## config.mk

```make
export PLATFORM = sky130hd
export DESIGN_NAME = ordered_list_delete_engine
export DESIGN_NICKNAME = d
export VERILOG_FILES = /design/src/hw/rtl/old_pkg.sv /design/src/hw/rtl/old_ram.sv /design/src/hw/rtl/old_datapath.sv /design/src/hw/rtl/old_ctrl.sv /design/src/hw/rtl/ordered_list_delete_engine.sv
export SDC_FILE = /design/constraint.sdc
export NUM_CORES = 1
export LEC_CHECK = 0
export BUFFER_PORTS_ARGS = -buffer_cell sky130_fd_sc_hd__buf_2
export CAP_MARGIN = 15
export CORE_MARGIN = 2
export CORE_UTILIZATION = 62
export CTS_CLUSTER_DIAMETER = 40
export DETAILED_ROUTE_END_ITERATION = 10
export PLACE_DENSITY = 0.82
export SLEW_MARGIN = 20
export SYNTH_ARGS = -nofsm -noshare
export SYNTH_HDL_FRONTEND = slang
export SYNTH_SLANG_ARGS = --single-unit
```

## constraint.sdc

```tcl
create_clock -name clk -period 6.5 [get_ports clk]
set_input_delay 0.975 -clock clk [delete_from_list [all_inputs] [get_ports clk]]
set_output_delay 0.975 -clock clk [all_outputs]
set_load 0.01 [all_outputs]
```

## src/hw/rtl/old_pkg.sv

```systemverilog
`timescale 1ns / 1ps
// ----------------------------------------------------------------------------
// old_pkg
// Shared codes, field widths and control bundles for the ordered list engine.
// ----------------------------------------------------------------------------
package old_pkg;

    localparam int LIST_DEPTH_DEF = 16;

    localparam int ACTION_W = 3;
    localparam int VALUE_W  = 32;
    localparam int STATUS_W = 2;
    localparam int COUNT_W  = 5;

    // action codes
    localparam logic [ACTION_W-1:0] ACT_CLEAR       = 3'd0;
    localparam logic [ACTION_W-1:0] ACT_APPEND      = 3'd1;
    localparam logic [ACTION_W-1:0] ACT_REMOVE_HEAD = 3'd2;
    localparam logic [ACTION_W-1:0] ACT_REMOVE_TAIL = 3'd3;
    localparam logic [ACTION_W-1:0] ACT_REMOVE_MATCH = 3'd4;

    // status codes
    localparam logic [STATUS_W-1:0] ST_OK        = 2'd0;
    localparam logic [STATUS_W-1:0] ST_EMPTY     = 2'd1;
    localparam logic [STATUS_W-1:0] ST_NOT_FOUND = 2'd2;
    localparam logic [STATUS_W-1:0] ST_FULL      = 2'd3;

    // controller -> datapath
    typedef struct packed {
        logic                latch;      // capture the item's value
        logic                pos_zero;   // position <- head
        logic                pos_tail;   // position <- count - 1
        logic                pos_inc;    // position <- position + 1
        logic                rd_next;    // read at position + 1 instead of position
        logic                wr_append;  // write item value at count
        logic                wr_shift;   // write read data at position
        logic                clear;      // count <- 0
        logic                count_inc;
        logic                count_dec;
        logic                res_load;   // load result registers
        logic [STATUS_W-1:0] res_status;
        logic                res_take;   // removed value <- read data, else zero
    } old_cmd_t;

    // datapath -> controller
    typedef struct packed {
        logic empty;
        logic full;
        logic hit;        // read data equals item value
        logic last;       // position is the last element
        logic next_last;  // position + 1 is the last element
    } old_stat_t;

endpackage

```

## src/hw/rtl/old_ram.sv

```systemverilog
`timescale 1ns / 1ps
// ----------------------------------------------------------------------------
// old_ram
// Generic single-write, single-read RAM with registered read data.
// ----------------------------------------------------------------------------
module old_ram #(
    parameter int WIDTH = 32,
    parameter int DEPTH = 16
) (
    input  logic                                    clk,
    input  logic                                    we,
    input  logic [(DEPTH > 1 ? $clog2(DEPTH) : 1)-1:0] waddr,
    input  logic [WIDTH-1:0]                        wdata,
    input  logic [(DEPTH > 1 ? $clog2(DEPTH) : 1)-1:0] raddr,
    output logic [WIDTH-1:0]                        rdata
);

    logic [WIDTH-1:0] mem [DEPTH];
    logic [WIDTH-1:0] rdata_reg;

    always_ff @(posedge clk)
    begin
        if (we)
        begin
            mem[waddr] <= wdata;
        end
        rdata_reg <= mem[raddr];
    end

    assign rdata = rdata_reg;

endmodule

```

## src/hw/rtl/old_datapath.sv

```systemverilog
`timescale 1ns / 1ps
// ----------------------------------------------------------------------------
// old_datapath
// List storage, element count, scan position and result registers.
// ----------------------------------------------------------------------------
module old_datapath #(
    parameter int LIST_DEPTH = old_pkg::LIST_DEPTH_DEF
) (
    input  logic                              clk,
    input  logic                              rst_n,
    input  old_pkg::old_cmd_t                 cmd,
    output old_pkg::old_stat_t                st,
    input  logic signed [old_pkg::VALUE_W-1:0] value_in,
    output logic [old_pkg::STATUS_W-1:0]      status,
    output logic signed [old_pkg::VALUE_W-1:0] removed_value,
    output logic [old_pkg::COUNT_W-1:0]       count
);

    localparam int AW = (LIST_DEPTH > 1) ? $clog2(LIST_DEPTH) : 1;
    localparam int CW = $clog2(LIST_DEPTH + 1);

    logic [CW-1:0]                 count_reg;
    logic [CW-1:0]                 count_next;
    logic [CW-1:0]                 pos_reg;
    logic [CW-1:0]                 pos_next;
    logic [CW-1:0]                 pos_p1;
    logic [CW:0]                   pos_p2;
    logic [old_pkg::VALUE_W-1:0]   value_reg;
    logic [old_pkg::STATUS_W-1:0]  status_reg;
    logic [old_pkg::VALUE_W-1:0]   removed_reg;

    logic                          ram_we;
    logic [AW-1:0]                 ram_waddr;
    logic [AW-1:0]                 ram_raddr;
    logic [old_pkg::VALUE_W-1:0]   ram_wdata;
    logic [old_pkg::VALUE_W-1:0]   ram_rdata;

    assign pos_p1 = pos_reg + CW'(1);
    assign pos_p2 = {1'b0, pos_reg} + (CW+1)'(2);

    assign st.empty     = (count_reg == '0);
    assign st.full      = (count_reg >= CW'(LIST_DEPTH));
    assign st.hit       = (ram_rdata == value_reg);
    assign st.last      = (pos_p1 >= count_reg);
    assign st.next_last = (pos_p2 >= {1'b0, count_reg});

    // storage: append writes at the tail, shift moves element pos+1 down to pos
    assign ram_we    = cmd.wr_append | cmd.wr_shift;
    assign ram_waddr = cmd.wr_append ? count_reg[AW-1:0] : pos_reg[AW-1:0];
    assign ram_wdata = cmd.wr_append ? value_in : ram_rdata;
    assign ram_raddr = cmd.rd_next ? pos_p1[AW-1:0] : pos_reg[AW-1:0];

    old_ram #(
        .WIDTH (old_pkg::VALUE_W),
        .DEPTH (LIST_DEPTH)
    ) u_ram (
        .clk   (clk),
        .we    (ram_we),
        .waddr (ram_waddr),
        .wdata (ram_wdata),
        .raddr (ram_raddr),
        .rdata (ram_rdata)
    );

    always_comb
    begin
        count_next = count_reg;
        priority if (cmd.clear)
        begin
            count_next = '0;
        end
        else if (cmd.count_inc)
        begin
            count_next = count_reg + CW'(1);
        end
        else if (cmd.count_dec)
        begin
            count_next = count_reg - CW'(1);
        end
        else
        begin
            count_next = count_reg;
        end

        pos_next = pos_reg;
        priority if (cmd.pos_zero)
        begin
            pos_next = '0;
        end
        else if (cmd.pos_tail)
        begin
            pos_next = count_reg - CW'(1);
        end
        else if (cmd.pos_inc)
        begin
            pos_next = pos_p1;
        end
        else
        begin
            pos_next = pos_reg;
        end
    end

    always_ff @(posedge clk or negedge rst_n)
    begin
        if (!rst_n)
        begin
            count_reg <= '0;
            pos_reg   <= '0;
        end
        else
        begin
            count_reg <= count_next;
            pos_reg   <= pos_next;
        end
    end

    always_ff @(posedge clk)
    begin
        if (cmd.latch)
        begin
            value_reg <= value_in;
        end
        if (cmd.res_load)
        begin
            status_reg  <= cmd.res_status;
            removed_reg <= cmd.res_take ? ram_rdata : '0;
        end
    end

    assign status        = status_reg;
    assign removed_value = removed_reg;
    assign count         = old_pkg::COUNT_W'(count_reg);

endmodule

```

## src/hw/rtl/old_ctrl.sv

```systemverilog
`timescale 1ns / 1ps
// ----------------------------------------------------------------------------
// old_ctrl
// Sequencer: decodes the action, steps the scan and the gap-closing shift.
// ----------------------------------------------------------------------------
module old_ctrl (
    input  logic                          clk,
    input  logic                          rst_n,
    input  logic                          in_valid,
    output logic                          in_ready,
    input  logic [old_pkg::ACTION_W-1:0]  action,
    output logic                          out_valid,
    input  logic                          out_ready,
    output old_pkg::old_cmd_t             cmd,
    input  old_pkg::old_stat_t            st
);

    typedef enum logic [2:0] {
        S_IDLE,
        S_RD,
        S_CMP,
        S_SHRD,
        S_SHWR,
        S_OUT
    } state_t;

    state_t state_reg;
    state_t state_next;
    logic   match_reg;   // search for a value rather than a fixed position
    logic   match_next;

    assign in_ready  = (state_reg == S_IDLE);
    assign out_valid = (state_reg == S_OUT);

    always_comb
    begin
        cmd        = '0;
        state_next = state_reg;
        match_next = match_reg;
        unique case (state_reg)
            S_IDLE:
            begin
                if (in_valid)
                begin
                    cmd.latch      = 1'b1;
                    cmd.res_status = old_pkg::ST_OK;
                    state_next     = S_OUT;
                    unique case (action)
                        old_pkg::ACT_CLEAR:
                        begin
                            cmd.clear    = 1'b1;
                            cmd.res_load = 1'b1;
                        end
                        old_pkg::ACT_APPEND:
                        begin
                            cmd.res_load = 1'b1;
                            if (st.full)
                            begin
                                cmd.res_status = old_pkg::ST_FULL;
                            end
                            else
                            begin
                                cmd.wr_append = 1'b1;
                                cmd.count_inc = 1'b1;
                            end
                        end
                        old_pkg::ACT_REMOVE_HEAD,
                        old_pkg::ACT_REMOVE_TAIL,
                        old_pkg::ACT_REMOVE_MATCH:
                        begin
                            if (st.empty)
                            begin
                                cmd.res_load   = 1'b1;
                                cmd.res_status = old_pkg::ST_EMPTY;
                            end
                            else
                            begin
                                state_next = S_RD;
                                match_next = (action == old_pkg::ACT_REMOVE_MATCH);
                                if (action == old_pkg::ACT_REMOVE_TAIL)
                                begin
                                    cmd.pos_tail = 1'b1;
                                end
                                else
                                begin
                                    cmd.pos_zero = 1'b1;
                                end
                            end
                        end
                        default:
                        begin
                            // undefined action: no change, plain ok result
                            cmd.res_load = 1'b1;
                        end
                    endcase
                end
            end
            S_RD:
            begin
                state_next = S_CMP;
            end
            S_CMP:
            begin
                if (match_reg && !st.hit)
                begin
                    if (st.last)
                    begin
                        cmd.res_load   = 1'b1;
                        cmd.res_status = old_pkg::ST_NOT_FOUND;
                        state_next     = S_OUT;
                    end
                    else
                    begin
                        cmd.pos_inc = 1'b1;
                        state_next  = S_RD;
                    end
                end
                else
                begin
                    cmd.res_load   = 1'b1;
                    cmd.res_status = old_pkg::ST_OK;
                    cmd.res_take   = 1'b1;
                    if (st.last)
                    begin
                        cmd.count_dec = 1'b1;
                        state_next    = S_OUT;
                    end
                    else
                    begin
                        state_next = S_SHRD;
                    end
                end
            end
            S_SHRD:
            begin
                cmd.rd_next = 1'b1;
                state_next  = S_SHWR;
            end
            S_SHWR:
            begin
                cmd.wr_shift = 1'b1;
                cmd.pos_inc  = 1'b1;
                if (st.next_last)
                begin
                    cmd.count_dec = 1'b1;
                    state_next    = S_OUT;
                end
                else
                begin
                    state_next = S_SHRD;
                end
            end
            S_OUT:
            begin
                if (out_ready)
                begin
                    state_next = S_IDLE;
                end
            end
            default:
            begin
                state_next = S_IDLE;
            end
        endcase
    end

    always_ff @(posedge clk or negedge rst_n)
    begin
        if (!rst_n)
        begin
            state_reg <= S_IDLE;
            match_reg <= 1'b0;
        end
        else
        begin
            state_reg <= state_next;
            match_reg <= match_next;
        end
    end

endmodule

```

## src/hw/rtl/ordered_list_delete_engine.sv

```systemverilog
`timescale 1ns / 1ps
// ----------------------------------------------------------------------------
// ordered_list_delete_engine
// Ordered list of signed values with append, head/tail/match removal, clear.
// ----------------------------------------------------------------------------
// Usage:
//   Input channel (in_valid/in_ready, action, value) takes one request per
//   transfer; output channel (out_valid/out_ready, status, removed_value,
//   count) returns exactly one result per request, in order.
//   One request is in flight at a time; in_ready is high only while idle.
//   Clear, append, refused and undefined actions go straight to the result.
//   Removals read, then compare, each scanned element in turn (S_RD, S_CMP);
//   a match scan that misses steps on until the last element and then reports
//   not found. Once an element other than the last is removed, each element
//   after it is read and then written one position down (S_SHRD, S_SHWR).
//   The single-port-read RAM is why each element is read before it is
//   compared or moved. in_ready is back in the cycle after the output
//   transfer. Reset empties the list (count zero); RAM contents are not
//   cleared, since only entries below the count are ever read.
//   While out_ready is low the result is held steady and no request is taken.
// ----------------------------------------------------------------------------
module ordered_list_delete_engine #(
    parameter int LIST_DEPTH = old_pkg::LIST_DEPTH_DEF
) (
    input  logic                               clk,
    input  logic                               rst_n,
    input  logic                               in_valid,
    output logic                               in_ready,
    input  logic [old_pkg::ACTION_W-1:0]       action,
    input  logic signed [old_pkg::VALUE_W-1:0] value,
    output logic                               out_valid,
    input  logic                               out_ready,
    output logic [old_pkg::STATUS_W-1:0]       status,
    output logic signed [old_pkg::VALUE_W-1:0] removed_value,
    output logic [old_pkg::COUNT_W-1:0]        count
);

    old_pkg::old_cmd_t  cmd;
    old_pkg::old_stat_t st;

    // sequencer: decode, scan and shift stepping
    old_ctrl u_ctrl (
        .clk       (clk),
        .rst_n     (rst_n),
        .in_valid  (in_valid),
        .in_ready  (in_ready),
        .action    (action),
        .out_valid (out_valid),
        .out_ready (out_ready),
        .cmd       (cmd),
        .st        (st)
    );

    // storage, count, position and result registers
    old_datapath #(
        .LIST_DEPTH (LIST_DEPTH)
    ) u_datapath (
        .clk           (clk),
        .rst_n         (rst_n),
        .cmd           (cmd),
        .st            (st),
        .value_in      (value),
        .status        (status),
        .removed_value (removed_value),
        .count         (count)
    );

endmodule

```

# ---- Word level (Yosys, flattened, before mapping)
# Memory sizes are Yosys's and may differ from the RTL's. A register that Yosys moved wholly into a read port is not among the register bits.
# Index checks and enable logic that the tools add are counted.
dict set report op_classes {
  mux 52
  magnitude_cmp 3
  div_mod_pow 0
  mul 0
  n_reduce_logical 10
  shifts 0
  addsub 4
  n_bitwise 2
  eq_ne 12
}
# cell count
set ops {}
lappend ops {{3-bit two-way mux} 14}
lappend ops {{32-bit equality test} 1}
lappend ops {{32-bit two-way mux} 1}
lappend ops {{5-bit two-way mux} 6}
lappend ops {{1-bit two-way mux} 19}
lappend ops {{3-bit one-hot mux with 6 select lines} 1}
lappend ops {{3-bit by 2-bit equality test with 1-bit output, second input constant} 4}
lappend ops {{5-bit by 1-bit adder with 5-bit output, second input constant} 2}
lappend ops {{2-bit two-way mux} 5}
lappend ops {{3-bit equality test, second input constant} 3}
lappend ops {{4-bit two-way mux} 2}
lappend ops {{5-bit by 2-bit adder with 6-bit output, second input constant} 1}
lappend ops {{3-bit by 1-bit equality test with 1-bit output, second input constant} 2}
lappend ops {{6-bit by 5-bit greater-or-equal comparator with 1-bit output} 1}
lappend ops {{3-bit zero test} 2}
lappend ops {{3-bit one-hot mux with 2 select lines} 1}
lappend ops {{3-bit nonzero test} 2}
lappend ops {{5-bit greater-or-equal comparator} 1}
lappend ops {{5-bit greater-or-equal comparator, second input constant} 1}
lappend ops {{5-bit zero test} 1}
lappend ops {{5-bit by 1-bit subtractor with 5-bit output, second input constant} 1}
lappend ops {{1-bit one-hot mux with 2 select lines} 2}
lappend ops {{2-bit one-hot mux with 2 select lines} 1}
lappend ops {{4-bit AND reduction} 1}
lappend ops {{other kinds (8)} 8}
dict set report word_totals {
  ram_bits 512
  ff_bits 80
  inputBits 39
  memories 1
  wordCells 91
  out_inout_bits 41
  rom_bits 0
  latchBits 0
}
# name depth width rd rd_clocked_by_memory_dff write_ports line_no
set memory_table {}
lappend memory_table {u_datapath.u_ram.mem 16 32 1 1 1 old_ram.sv:18} ;# logic [WIDTH-1:0] mem [DEPTH];

# ---- Logic depth before layout (Yosys ltp)
dict set report depth {
  depth_word 8
  depth_mapped 12
  mapped_depth_nobuf 10
}

# ---- Modules after synthesis
# From an unflattened synthesis, not the netlist that was laid out.
dict set report hier_totals {
  hier_cells 1199
  hier_area_um2 24208.2
}
# module instances seq_area_each_um2 area_per_inst_um2 cells_per_inst
set modules_own_cells {}
lappend modules_own_cells {old_ram 1 16015.4 19835.3 838}
lappend modules_own_cells {old_datapath 1 2232.1 3908.7 296}
lappend modules_own_cells {old_ctrl 1 100.1 464.2 65}

# ---- Worst setup path after synthesis
# No wires, ideal clock.
dict set report synth_timing {
  kind {input port to flip-flop}
  from {input in_valid}
  to {memory u_datapath.u_ram.mem[14][0], enable pin}
  setup_ns 0.421
  n_path_buf 1
  setup_slack_ns 1.427
  required_ns 6.079
  path_stages 6
  arrival_time_ns 4.652
  cell_sequence {nor4b_4 > nand2b_2 > or3_1 > buf_2 > o32a_1 > nor2_1}
}
dict set report synth_via {
  elab_chain_cells 5
  elab_cells_between_ends 6
  cone_classes {mux (5); bitwise (1)}
}
# item line_no
set synth_lines {}
lappend synth_lines {{start: declaration} ordered_list_delete_engine.sv:27} ;# input logic in_valid,
lappend synth_lines {{1-bit two-way mux *} old_ctrl.sv:43} ;# if (in_valid)
lappend synth_lines {{1-bit two-way mux *} old_ctrl.sv:40} ;# unique case (state_reg)
lappend synth_lines {{1-bit bitwise OR} old_datapath.sv:48} ;# assign ram_we = cmd.wr_append | cmd.wr_shift;
lappend synth_lines {{1-bit two-way mux} old_ram.sv:23} ;# if (we)
lappend synth_lines {{1-bit two-way mux (not written as such)} old_ram.sv:25} ;# mem[waddr] <= wdata;
lappend synth_lines {{end: declaration} old_ram.sv:18}
# Every way passes the cells marked *; elsewhere a longest branch is shown, timed or not.

# ---- Final worst setup path
dict set report layout_timing {
  from {register u_ctrl.state_reg[0]}
  to {memory u_datapath.u_ram.mem[13][25], enable pin}
}
dict set report layout_via {
  elab_chain_cells 5
  elab_cells_between_ends 8
  cone_classes {eq/ne (1); mux (5); bitwise (1); reduce/logical (1)}
}
# item line_no
set layout_lines {}
lappend layout_lines {{start: declaration} old_ctrl.sv:27} ;# state_t state_reg;
lappend layout_lines {{start signal: assignment} old_ctrl.sv:176} ;# state_reg <= state_next;
lappend layout_lines {{3-bit equality test or 3-bit zero test (tied branches)} old_ctrl.sv:40}
lappend layout_lines {{1-bit two-way mux} old_ctrl.sv:40}
lappend layout_lines {{1-bit bitwise OR} old_datapath.sv:48}
lappend layout_lines {{1-bit two-way mux} old_ram.sv:23}
lappend layout_lines {{1-bit two-way mux (not written as such)} old_ram.sv:25}
# Several ways; a longest one is shown, not always the timed one.

==> impl_metrics.sql <==
INSERT INTO impl_metrics (metric_group, metric, value, unit) VALUES
('run_status', 'outcome', 'complete, no violations', ''),
('cts', 'cts.htree.levels', '3', ''),
('power', 'ir_drop', '0.521', 'mV'),
('cts', 'tritoncts', 'done', ''),
('yosys', 'yosys.cell_types.count', '59', ''),
('hold_path', 'worstHoldPathType', 'in -> async', ''),
('global_routing', 'first_pass_grt_wire_length', '90.2', 'mm'),
('layout', 'final_net_count', '1602', ''),
('cts', 'clock_sink_count', '624', ''),
('placed_design', 'port-buffer-count', '79', ''),
('floorplan', 'die_height', '203', 'µm'),
('cts', 'insertion_delay', '600', 'ps'),
('floorplan', 'cell_row_count', '73', ''),
('sta', 'final.period_utilization', '64.4', '%'),
('sta', 'setup_repair_after_global_routing_missed_its_margin', 'no', ''),
('floorplan', 'io_pins', '80', ''),
('cts', 'cts_repair_resize_count', '0', ''),
('cts', 'tritoncts.num_buffers', '71', ''),
('sta', 'transition_time_at_the_pin_with_the_least_slew_margin', '1160', 'ps'),
('yosys', 'synth_seq_cells', '624', ''),
('route', 'avgViaCountPerCell', '6.72', ''),
('global_routing', 'first_global_vias', '14256', ''),
('yosys', 'synth.yosys.warnings', '0', ''),
('yosys', 'cell_area_after_synthesis', '0.0247', 'mm²'),
('yosys', 'share_of_synthesized_registers_carrying_an_async_set_or_reset', '2.24', '%'),
('yosys', 'syn_avg_cell_area', '17.1', 'µm²'),
('route', 'drcViolationCount', '0', ''),
('layout', 'layout_commonest_cell', 'edfxtp_1', ''),
('floorplan', 'dieWidth', '203', 'µm'),
('placed_design', 'gp_congestion', '0.838', ''),
('route', 'drtIter0Drc', '1964', ''),
('setup_path', 'kind_of_critical_path', 'reg -> reg', ''),
('global_routing', 'antenna_found_initial', '0', ''),
('yosys', 'top_flip_flop_cell_by_instance_count_after_synthesis', 'edfxtp_1', ''),
('sta', 'maxSlewViolCount', '0', ''),
('sta', 'fin_worst_skew', '33.6', 'ps'),
('cts', 'cts_hold_buf', '0', ''),
('global_routing', 'global_route.usage.total', '30.1', '%'),
('yosys', 'synth_sequential_area_ratio', '74.4', '%'),
('placed_design', 'place_ws', '1850', 'ps'),
('setup_path', 'crit_arrival', '4500', 'ps'),
('setup_path', 'critPathLaunchType', 'flip-flop', ''),
('power', 'power.leakage', '9.71', 'nW'),
('sta', 'setup_total_negative_slack', '0', 'ps'),
('layout', 'num_antenna_cells', '0', ''),
('yosys', 'postSynthCellCount', '1445', ''),
('cts', 'cts_root_buf', 'clkbuf_16', ''),
('job', 'max_cap_violations', '0', ''),
('placed_design', 'dp_hpwl', '34.1', 'mm'),
('cts', 'setup_repair_bufs_after_cts', '0', ''),
('layout', 'flip_flop_count_of_the_largest_register_all_copies_and_words_added', '512', ''),
('setup_path', 'worstPathMaxFanout', '23', ''),
('route', 'finalWirelength', '61.0', 'mm'),
('sta', 'fmax', '239', 'MHz'),
('sta', 'clock_period_minus_final_worst_setup_slack', '4180', 'ps'),
('sta', 'hold_violations', '0', ''),
('setup_path', 'cp_capture_type', 'flip-flop', ''),
('floorplan', 'effective_utilization_at_floorplan', '62.5', '%'),
('layout', 'most_frequent_cells_in_the_layout', '578 x edfxtp_1, 240 x nand2_1, 94 x mux4_2', ''),
('power', 'power_density', '505', 'mW/mm²'),
('global_routing', 'grt_remaining_overflow', '0', ''),
('yosys', 'number_of_synthesized_flops_with_an_enable_pin', '578', ''),
('floorplan', 'coreArea', '0.0395', 'mm²'),
('floorplan', 'die_area', '0.0414', 'mm²'),
('route', 'wl_per_cell', '28.7', 'µm'),
('layout', 'register_containing_the_most_flip_flops_in_the_final_layout', 'u_datapath.u_ram.mem', ''),
('layout', 'drive_above_1_share', '22.0', '%'),
('route', 'route.vias.total', '14314', ''),
('sta', 'slew-limit-headroom', '22.7', '%'),
('route', 'first_pass_iters', '5', ''),
('cts', 'clk_pin_slew_worst_paths', '60', 'ps'),
('route', 'ant_nets', '0', ''),
('yosys', 'synth_fp_nets', '1499', ''),
('global_routing', 'grt_max_degree', '97', ''),
('sta', 'setup-violations-final', '0', ''),
('setup_path', 'cp.required', '6820', 'ps'),
('cts', 'cts.path.max_buffers', '3', ''),
('layout', 'area.growth.synth_to_final', '14.6', '%'),
('sta', 'post-route-worst-setup-slack', '2320', 'ps');
## area by class of cell
| cell class | count | area, µm² |
|---|---|---|
| Multi-Input combinational cell | 731 | 6070 |
| Sequential cell | 624 | 18300 |
| Inverter | 10 | 37.5 |
| Timing Repair Buffer | 110 | 746 |
| Clock inverter | 34 | 418 |
| Clock buffer | 95 | 1980 |
| Tap cell | 525 | 657 |
| Fill cell | 2280 | 11200 |
## report_power, final
part           switching, mW  leakage, nW  internal [mW]
registers              0.377         5.66           5.38
logic                   2.92         2.89           1.58
clock network           1.63         1.15           2.38
## layer usage
layer / global-route usage [%] / up-vias / share of wire (%)
li1: - / 5851 / -
met1: 40.5 / 7202 / 36
met2: 49.1 / 1081 / 49
met3: 5.83 / 180 / 10
met4: 12.6 / 0 / 4.4
met5: 0 / - / 0
## logic make-up (layout without fill, tap and decap cells)
| logic type | Yosys count | in the layout | share of synthesized area [%] |
|---|---|---|---|
| multiplexers | 137 | 137 | 10.5 |
| AO/OA/AOI/OAI | 121 | 121 | 3.31 |
| adder cells (fa/ha/maj) | 15 | 15 | 0.761 |
| XOR/XNOR | 43 | 43 | 1.63 |
| AND/OR/NAND/NOR | 415 | 415 | 7.57 |
| buffers and inverters | 90 | 249 | 1.82 |
| flip-flops | 624 | 624 | 74.4 |
## stage by stage
stage	hold slack (ps)	total power, mW	cell area, µm²	util, %	std cells
global placement	579	10.0	25700	65.1	1994
detailed placement	601	10.2	25700	65.2	1996
floorplan	487	8.73	24700	-	1445
global route	327	14.8	28300	71.6	2129
finish	301	14.3	28300	71.6	2129
CTS	300	14.3	28100	71.3	2125
## final timing paths
| check | startpoint | endpoint | slack, ps | cells past startpoint |
|---|---|---|---|---|
| setup / recovery | u_ctrl.state_reg[0] | u_datapath.u_ram.mem[13][25] | 2320 | 8 |
| hold / removal | rst_n | u_datapath.count[2] | 300 | 1 |
| setup reg to reg | u_ctrl.state_reg[0] | u_datapath.u_ram.mem[13][25] | 2320 | 8 |
| hold reg to reg | u_datapath.u_ram.rdata[31] | u_datapath.removed_value[31] | 610 | 1 |
| max in group asynchronous | rst_n | u_ctrl.match_reg | 5930 | 1 |
| min in group clk | value[8] | u_datapath.value_reg[8] | 560 | 1 |
## critical path, cell delays in order, from the launching register on
cell      delay, ps
dfrtp_1         540
nor4b_4         350
nand2b_2        130
or3_1           830
buf_4           440
and3_1          220
a31oi_1         710
nor2_4          310
buf_4           350
## Yosys cell counts (all sizes together), types with 4 or more instances
| cell | instances | area, µm² |
|---|---|---|
| nor2b | 4 | 25.0 |
| mux2 | 5 | 56.3 |
| dfrtp | 14 | 350 |
| nor3b | 5 | 42.5 |
| xor2 | 36 | 323 |
| nor3 | 7 | 40.0 |
| buf | 43 | 273 |
| o21ai | 40 | 200 |
| nor2 | 30 | 115 |
| edfxtp | 578 | 17400 |
| mux4 | 96 | 2170 |
| a21oi | 14 | 73.8 |
| o2111ai | 32 | 280 |
| nor4 | 8 | 50.1 |
| a31oi | 10 | 62.6 |
| o211ai | 4 | 30.0 |
| nand2b | 4 | 27.5 |
| xnor2 | 7 | 80.1 |
| and3 | 33 | 206 |
| inv | 10 | 37.5 |
| dfxtp | 32 | 641 |
| nand3 | 73 | 365 |
| mux2i | 36 | 360 |
| ha | 15 | 188 |
| nand2 | 241 | 907 |
| clkbuf | 37 | 139 |
No activity file was read; power rests on OpenSTA's default activity.
